File: src/design/ird_pkg.sv
// Package for the input-restricted deque: operation and status codes,
// controller states and the command struct sent to every storage cell.
// No dependencies.
package ird_pkg;

  localparam int DATA_W = 32;
  localparam int OP_W = 2;
  localparam int STATUS_W = 2;

  typedef logic signed [DATA_W-1:0] data_t;

  typedef enum logic [OP_W-1:0] {
    OP_INSERT_FRONT = 2'd0,
    OP_REMOVE_FRONT = 2'd1,
    OP_REMOVE_BACK  = 2'd2
  } op_e;

  typedef enum logic [STATUS_W-1:0] {
    ST_OK    = 2'd0,
    ST_FULL  = 2'd1,
    ST_EMPTY = 2'd2
  } status_e;

  typedef enum logic {
    S_READY = 1'b0,
    S_TAIL  = 1'b1
  } state_e;

  // One command for the whole row of cells.
  typedef struct packed {
    logic shift_in;   // insert at the front: every cell takes its left neighbour
    logic shift_out;  // remove at the front: every cell takes its right neighbour
    logic drop_back;  // remove at the back: the last occupied cell goes vacant
  } cell_cmd_t;

endpackage

File: src/design/ird_cell.sv
// One storage cell of the deque row: an entry and its occupied flag.
// Depends on ird_pkg for the data type and the row command struct.
module ird_cell import ird_pkg::*; (
  input  logic      clk_i,
  input  logic      rst_ni,
  input  cell_cmd_t cmd_i,
  input  data_t     left_data_i,
  input  logic      left_valid_i,
  input  data_t     right_data_i,
  input  logic      right_valid_i,
  output data_t     data_o,
  output logic      valid_o
);

  data_t data_q, data_d;
  logic  valid_q, valid_d;

  always_comb begin
    data_d  = data_q;
    valid_d = valid_q;
    if (cmd_i.shift_in) begin
      data_d  = left_data_i;
      valid_d = left_valid_i;
    end else if (cmd_i.shift_out) begin
      data_d  = right_data_i;
      valid_d = right_valid_i;
    end else if (cmd_i.drop_back) begin
      // Occupancy is a thermometer, so the vacant end moves in by one.
      valid_d = right_valid_i;
    end
  end

  always_ff @(posedge clk_i or negedge rst_ni) begin
    if (!rst_ni) begin
      valid_q <= 1'b0;
    end else begin
      valid_q <= valid_d;
    end
  end

  always_ff @(posedge clk_i) begin
    data_q <= data_d;
  end

  assign data_o  = data_q;
  assign valid_o = valid_q;

endmodule

File: src/design/ird_tail_tree.sv
// Registered OR tree that picks out the entry of the last occupied cell.
// Depends on ird_pkg for the data type.
module ird_tail_tree import ird_pkg::*; #(
  parameter int DEPTH = 8
) (
  input  logic             clk_i,
  input  data_t            data_i [DEPTH],
  input  logic [DEPTH-1:0] valid_i,
  output data_t            tail_o
);

  localparam int LEVELS = $clog2(DEPTH);
  localparam int LEAVES = 1 << LEVELS;

  // Heap order: node n combines nodes 2n and 2n+1, leaves sit at LEAVES and up.
  data_t nodes_q [1:2*LEAVES-1];

  for (genvar i = 0; i < LEAVES; i++) begin : g_leaf
    if (i < DEPTH - 1) begin : g_inner
      always_ff @(posedge clk_i) begin
        nodes_q[LEAVES+i] <= (valid_i[i] && !valid_i[i+1]) ? data_i[i] : '0;
      end
    end else if (i == DEPTH - 1) begin : g_last
      always_ff @(posedge clk_i) begin
        nodes_q[LEAVES+i] <= valid_i[i] ? data_i[i] : '0;
      end
    end else begin : g_pad
      always_ff @(posedge clk_i) begin
        nodes_q[LEAVES+i] <= '0;
      end
    end
  end

  for (genvar n = 1; n < LEAVES; n++) begin : g_node
    always_ff @(posedge clk_i) begin
      nodes_q[n] <= nodes_q[2*n] | nodes_q[2*n+1];
    end
  end

  assign tail_o = nodes_q[1];

endmodule

File: src/design/input_restricted_deque.sv
// Top level of the input-restricted deque: controller, row of storage cells
// and tail tree. Depends on ird_pkg, ird_cell and ird_tail_tree.
//
//   Channel  Direction  tdata            tuser
//   s_axis   in         value            op
//   m_axis   out        data             status, full_res, empty_res
//
// An insert, a removal at the front, any removal from an empty deque and the
// unused code are answered straight from the ready state; a removal at the back
// from a non-empty deque waits in the tail state until the registered tail tree
// has settled on the current contents and the back entry can be read.
// Reset clears the occupied flags of all cells at once; no clearing pass.
// Results wait in an output register; a new transaction is taken only in the ready state,
// in the cycle that register is emptied, so a stall on m_axis stalls s_axis by one item.
module input_restricted_deque import ird_pkg::*; #(
  parameter int DEPTH = 8
) (
  input  logic                clk_i,
  input  logic                rst_ni,
  input  logic                s_axis_tvalid,
  output logic                s_axis_tready,
  input  logic [DATA_W-1:0]   s_axis_tdata,   // [31:0] value
  input  logic [OP_W-1:0]     s_axis_tuser,   // [1:0] op
  output logic                m_axis_tvalid,
  input  logic                m_axis_tready,
  output logic [DATA_W-1:0]   m_axis_tdata,   // [31:0] data
  output logic [STATUS_W+1:0] m_axis_tuser    // [1:0] status, [2] full_res, [3] empty_res
);

  // The tail state counter walks the tree from its leaf stage up to the root.
  localparam int LEVELS = $clog2(DEPTH);
  localparam int CNT_W = $clog2(LEVELS + 1);

  // Controller state.
  state_e            state_q, state_d;
  logic [CNT_W-1:0]  cnt_q, cnt_d;

  // Output register.
  logic    out_valid_q, out_valid_d;
  data_t   out_data_q, out_data_d;
  status_e out_status_q, out_status_d;
  logic    out_full_q, out_full_d;
  logic    out_empty_q, out_empty_d;

  // Row of cells.
  cell_cmd_t        cmd;
  data_t            cell_data [DEPTH];
  logic [DEPTH-1:0] cell_valid;
  data_t            tail;

  logic in_fire;
  logic out_free;
  logic produce;
  op_e  op;
  logic full_now;
  logic empty_now;

  assign op        = op_e'(s_axis_tuser);
  assign full_now  = cell_valid[DEPTH-1];
  assign empty_now = !cell_valid[0];
  assign out_free  = !out_valid_q || m_axis_tready;
  assign s_axis_tready = (state_q == S_READY) && out_free;
  assign in_fire   = s_axis_tvalid && s_axis_tready;

  // The front of the deque is always cell 0; occupied cells form a run from
  // there, so the back is the last occupied cell.
  for (genvar i = 0; i < DEPTH; i++) begin : g_cell
    data_t left_data, right_data;
    logic  left_valid, right_valid;

    if (i == 0) begin : g_first
      assign left_data  = data_t'(s_axis_tdata);
      assign left_valid = 1'b1;
    end else begin : g_mid_left
      assign left_data  = cell_data[i-1];
      assign left_valid = cell_valid[i-1];
    end

    if (i == DEPTH - 1) begin : g_last
      assign right_data  = '0;
      assign right_valid = 1'b0;
    end else begin : g_mid_right
      assign right_data  = cell_data[i+1];
      assign right_valid = cell_valid[i+1];
    end

    ird_cell u_cell (
      .clk_i         (clk_i),
      .rst_ni        (rst_ni),
      .cmd_i         (cmd),
      .left_data_i   (left_data),
      .left_valid_i  (left_valid),
      .right_data_i  (right_data),
      .right_valid_i (right_valid),
      .data_o        (cell_data[i]),
      .valid_o       (cell_valid[i])
    );
  end

  ird_tail_tree #(
    .DEPTH (DEPTH)
  ) u_tail_tree (
    .clk_i   (clk_i),
    .data_i  (cell_data),
    .valid_i (cell_valid),
    .tail_o  (tail)
  );

  // Next state: a removal at the back from a non-empty deque parks the
  // controller until the tail tree has settled on the present contents.
  always_comb begin
    state_d = state_q;
    cnt_d   = cnt_q;
    case (state_q)
      S_READY: begin
        if (in_fire && op == OP_REMOVE_BACK && !empty_now) begin
          state_d = S_TAIL;
          cnt_d   = CNT_W'(LEVELS);
        end
      end
      S_TAIL: begin
        if (cnt_q == '0) begin
          state_d = S_READY;
        end else begin
          cnt_d = cnt_q - CNT_W'(1);
        end
      end
      default: begin
        state_d = S_READY;
      end
    endcase
  end

  // Outputs: row commands and the result of each transaction.
  always_comb begin
    cmd          = '0;
    produce      = 1'b0;
    out_data_d   = '0;
    out_status_d = ST_OK;
    out_full_d   = full_now;
    out_empty_d  = empty_now;
    case (state_q)
      S_READY: begin
        if (in_fire) begin
          case (op)
            OP_INSERT_FRONT: begin
              produce = 1'b1;
              if (full_now) begin
                out_status_d = ST_FULL;
              end else begin
                cmd.shift_in = 1'b1;
                out_full_d   = (DEPTH == 1) || cell_valid[DEPTH-2];
                out_empty_d  = 1'b0;
              end
            end
            OP_REMOVE_FRONT: begin
              produce = 1'b1;
              if (empty_now) begin
                out_status_d = ST_EMPTY;
              end else begin
                cmd.shift_out = 1'b1;
                out_data_d    = cell_data[0];
                out_full_d    = 1'b0;
                out_empty_d   = !cell_valid[1];
              end
            end
            OP_REMOVE_BACK: begin
              // A removal from a non-empty deque completes in the tail state.
              if (empty_now) begin
                produce      = 1'b1;
                out_status_d = ST_EMPTY;
              end
            end
            default: begin
              // The unused code changes nothing and reports the flags as they are.
              produce = 1'b1;
            end
          endcase
        end
      end
      S_TAIL: begin
        if (cnt_q == '0) begin
          produce        = 1'b1;
          cmd.drop_back  = 1'b1;
          out_data_d     = tail;
          out_full_d     = 1'b0;
          out_empty_d    = !cell_valid[1];
        end
      end
      default: begin
        produce = 1'b0;
      end
    endcase
  end

  always_comb begin
    if (produce) begin
      out_valid_d = 1'b1;
    end else if (m_axis_tready) begin
      out_valid_d = 1'b0;
    end else begin
      out_valid_d = out_valid_q;
    end
  end

  always_ff @(posedge clk_i or negedge rst_ni) begin
    if (!rst_ni) begin
      state_q     <= S_READY;
      cnt_q       <= '0;
      out_valid_q <= 1'b0;
    end else begin
      state_q     <= state_d;
      cnt_q       <= cnt_d;
      out_valid_q <= out_valid_d;
    end
  end

  always_ff @(posedge clk_i) begin
    if (produce) begin
      out_data_q   <= out_data_d;
      out_status_q <= out_status_d;
      out_full_q   <= out_full_d;
      out_empty_q  <= out_empty_d;
    end
  end

  assign m_axis_tvalid = out_valid_q;
  assign m_axis_tdata  = out_data_q;
  assign m_axis_tuser  = {out_empty_q, out_full_q, out_status_q};

  // Occupied cells always form one run starting at the front cell.
  assert property (@(posedge clk_i) disable iff (!rst_ni)
    ((cell_valid >> 1) & ~cell_valid) == '0)
    else $error("occupied cells do not form a run from the front");

  // The row must not move while the tail tree is settling.
  assert property (@(posedge clk_i) disable iff (!rst_ni)
    (state_q == S_TAIL && $past(state_q == S_TAIL)) |-> $stable(cell_valid))
    else $error("cells changed during a removal at the back");

  // A refused insert reports a full deque.
  assert property (@(posedge clk_i) disable iff (!rst_ni)
    (out_valid_q && out_status_q == ST_FULL) |-> (out_full_q && !out_empty_q))
    else $error("insert refused without a full deque");

  // A refused removal reports an empty deque and zero data.
  assert property (@(posedge clk_i) disable iff (!rst_ni)
    (out_valid_q && out_status_q == ST_EMPTY) |-> (out_empty_q && out_data_q == '0))
    else $error("removal refused without an empty deque");

endmodule

File: config.mk
export PLATFORM = sky130hd
export DESIGN_NAME = input_restricted_deque
export DESIGN_NICKNAME = d
export VERILOG_FILES = /design/src/design/ird_pkg.sv /design/src/design/ird_cell.sv /design/src/design/ird_tail_tree.sv /design/src/design/input_restricted_deque.sv
export SDC_FILE = /design/constraint.sdc
export NUM_CORES = 1
export LEC_CHECK = 0
export ABC_AREA = 1
export BUFFER_PORTS_ARGS = -buffer_cell sky130_fd_sc_hd__buf_2
export CORE_ASPECT_RATIO = 0.7
export CORE_MARGIN = 5
export CORE_UTILIZATION = 31
export DETAILED_ROUTE_END_ITERATION = 8
export PLACE_DENSITY = 0.46
export SETUP_SLACK_MARGIN = 0.15
export SLEW_MARGIN = 20
export SYNTH_ARGS = -nofsm -noshare
export SYNTH_HDL_FRONTEND = slang
export SYNTH_SLANG_ARGS = --single-unit
File: constraint.sdc
create_clock -name clk_i -period 10.3 [get_ports clk_i]
set_input_delay 0 -clock clk_i [delete_from_list [all_inputs] [get_ports clk_i]]
set_output_delay 0 -clock clk_i [all_outputs]
set_load 0.02 [all_outputs]
==> flow_summary.ini <==
[logic_synthesis]
syn_nets = 2324
synthArstFlopShare = 0.0153
ys_warn_count = 0
ys_types = 27
synth_edf_count = 292
synth_top_area_cell = dfxtp_1
synth_top_area_frac = 0.374
syn_inst = 2279
syn_area_per_cell_um2 = 11.3
netlist_top_cells_count = 480 x dfxtp_1, 305 x nand2_1, 292 x edfxtp_1, 290 x nor2_1, 274 x inv_1
synth_area_leaders = dfxtp_1 37%, edfxtp_1 34%, or2_2 5.5%
netlist_area_um2 = 25700
ys_seq_area_frac = 0.728
ys_ff_latch = 784
yosysMostFrequentCell = dfxtp_1
synth_ff_type = dfxtp_1

[power]
p_per_area_nw_per_um2 = 273
p_sw_frac = 0.252
combPwrFrac = 0.144
clockPowerShare = 0.353
p_int_mw = 6.12
p_leak_nw = 13.5
netSwitchingPower_mw = 2.07
ir_drop_mv = 0.160
power.total_mw = 8.18
p_seq_frac = 0.503

[cts]
clk_latency_ns = 0.60
cts.sink_count = 784
clockBufferDepth = 3
cts_buffers = 79
cts_tree = done
cts_max_level = 3
cts_root_buffer = clkbuf_16
cts-resized-gates = 0
path_clk_slew_ns = 0.06

[timing]
period_needed_ns = 4.46
slew_headroom = 0.307
rsz0062_at_grt = no
timing.fmax_mhz = 224
slew_viol_final = 0
skew_ns = 0.0118
finalCritPeriodShare = 0.433
worst_slew_pin_slew_ns = 1.04
finalSetupViolations = 0
finalHoldViolations = 0
fin_tns_setup_ns = 0

[routing]
highest_layer = met4
ant_nets = 0
routed_wl_mm = 50.9
met1_length_mm = 25.2
wl_per_cell_um = 14.4
routed-wl-met3_mm = 1.90
firstDrtPassIters = 5
wl_met2_mm = 22.7
routed-via-count = 14900
drc = 0
detail_route.iter0.violations = 879
vias_per_cell = 4.19

[critical_path]
cp_top_family = buffers and inverters
critPathCaptureType = flop
setup.worst_path.start = g_cell[7].u_cell.valid_o$_DFFE_PN0P_
r2r-start = g_cell[7].u_cell.valid_o$_DFFE_PN0P_
ff2ff_path_depth = 6
critPathArrivalTime_ns = 4.68
cpMostUsedCell = buf_4
worstPathCellList = buf_4 -> nor2_8 -> nand4_4 -> nand2_4 -> buf_4 -> buf_12
slowest_delay_ns = 0.84
regToRegEndpoint = g_cell[3].u_cell.data_o[1]$_DFFE_PP_
r2r_setup_slack_ns = 5.84
cp_num_buf_inv = 3
critPathRequiredTime_ns = 10.52
criticalPathCategory = flop to flop
start_kind = flop
crit_slowest_cell = nand2_4
worst-path-max-fanout = 145

[die]
coreArea_um2 = 82200
ioPinCount = 76
dieWidth_um = 354
rows = 88
die_h_um = 251
die_area_um2 = 88800
initial_core_util = 0.312

[global_routing]
grt_max_degree = 146
grt_pass1_wl_mm = 80.9
gr-total-overflow = 0
antenna_found_initial = 2
grt_pass1_vias = 14800
grt_usage = 0.114

[finish]
final_nets = 2443
antennaDiodeCount = 0
layout-drive-gt1-share = 0.192
synthToLayoutAreaGrowth_pct = 16.8
fillers = 8049
layoutNonFillerInstCount = 3545

[status]
status = finished clean

[placement]
portBuffers = 75
hpwl_mm = 26.8
dp.cells = 3358
place.gp.congestion = 0.763

[min_path]
hold_end = state_q$_DFF_PN0_
holdPathStages = 5
min_from = s_axis_tuser[0]
hold_class = input port to flop

[run]
cap_violations = 0
## state kept, by name, indices dropped and copies added (netlist names)
signal                 count
g_cell.u_cell.data_o     256
m_axis_tvalid              1
cnt_q                      2
out_status_q               2
g_cell.u_cell.valid_o      8
u_tail_tree.nodes_q      480
state_q                    1
out_full_q                 1
m_axis_tdata              32
out_empty_q                1
## routing by layer
metal	vias up	GRT usage
li1	7423	-
met1	7134	0.159
met2	197	0.182
met3	96	0.0234
met4	0	0.0338
met5	-	0
## area by class of cell
class | instances | area, um2 | share of cell area
Tap cell | 1080 | 1350 | 0.0451
Inverter | 276 | 1040 | 0.0345
Sequential cell | 784 | 18700 | 0.623
Timing Repair Buffer | 132 | 913 | 0.0305
Clock buffer | 115 | 2350 | 0.0783
Clock inverter | 33 | 304 | 0.0101
Multi-Input combinational cell | 1125 | 5360 | 0.179
## layout by cell type (no fill, tap or decap), types with 5 or more instances in the layout
cell           instances
clkbuf_8              13
edfxtp_1             292
nor2_2                 7
dfxtp_1              480
a21oi_2               12
clkbuf_16             84
nand2_1              302
clkbuf_1              18
dfrtp_1               12
buf_2                 75
nand4_1               17
clkinv_2              17
clkinv_1               5
buf_4                 17
dlygate4sd3_1         39
or2_2                227
o21ai_0               69
nor2_1               290
bufinv_16              5
inv_1                274
nand3_1                5
ha_1                   7
a21oi_1               21
o21ai_1              157
## cells by family (layout without fill, tap and decap cells)
| group | count (synthesis) | count (layout) | synth area share |
|---|---|---|---|
| buffers and inverters | 370 | 556 | 0.0645 |
| and+or+nand+nor | 857 | 857 | 0.152 |
| AOI/OAI and AO/OA | 261 | 261 | 0.0527 |
| adders and majority gates | 7 | 7 | 0.00341 |
| DFF | 784 | 784 | 0.728 |
## metrics by stage
stage | hold WS [ns] | area (um2) | utilization | worst slack (ns)
2_1_floorplan | -0.296 | 25700 | - | 3.01
3_3_place_gp | -0.103 | 26900 | 0.328 | 5.75
3_5_place_dp | -0.0952 | 26900 | 0.328 | 5.66
4_1_cts | 0.0546 | 30000 | 0.365 | 5.65
5_1_grt | 0.0885 | 30000 | 0.365 | 5.41
6_report | 0.0991 | 30000 | 0.365 | 5.84
## power by group through the flow
| stage | Clock (mW) | Combinational [mW] | Sequential [mW] |
|---|---|---|---|
| after floorplan | 0 | 0.794 | 4.19 |
| after global placement | 0 | 1.19 | 4.17 |
| after detailed placement | 0 | 1.21 | 4.18 |
| after CTS | 2.99 | 1.23 | 4.12 |
| after global routing | 3.12 | 1.34 | 4.18 |
| final | 2.89 | 1.18 | 4.11 |
## worst min-delay path: stages
cell	delay (ns)
buf_2	0.12
inv_1	0.08
ha_1	0.20
nand2_1	0.08
o21ai_0	0.14
## worst max-delay path by stage
stage	end	slack, ns	cells past startpoint
detailed placement	g_cell[0].u_cell.data_o[27]$_DFFE_PP_	5.66	6
finish	g_cell[3].u_cell.data_o[1]$_DFFE_PP_	5.84	6
CTS	g_cell[5].u_cell.data_o[30]$_DFFE_PP_	5.65	6
global placement	g_cell[0].u_cell.data_o[27]$_DFFE_PP_	5.75	6
global route	g_cell[6].u_cell.data_o[20]$_DFFE_PP_	5.41	6
floorplan	g_cell[0].u_cell.data_o[0]$_DFFE_PP_	3.01	5
## timing repair
item                                    4_1_cts  5_1_grt
setup buffers                                 0        0
hold buffers                                 39        0
hold endpoints to repair                     54        0
endpoints found under the setup margin        0        0
No activity file was read; power rests on OpenSTA's default activity.
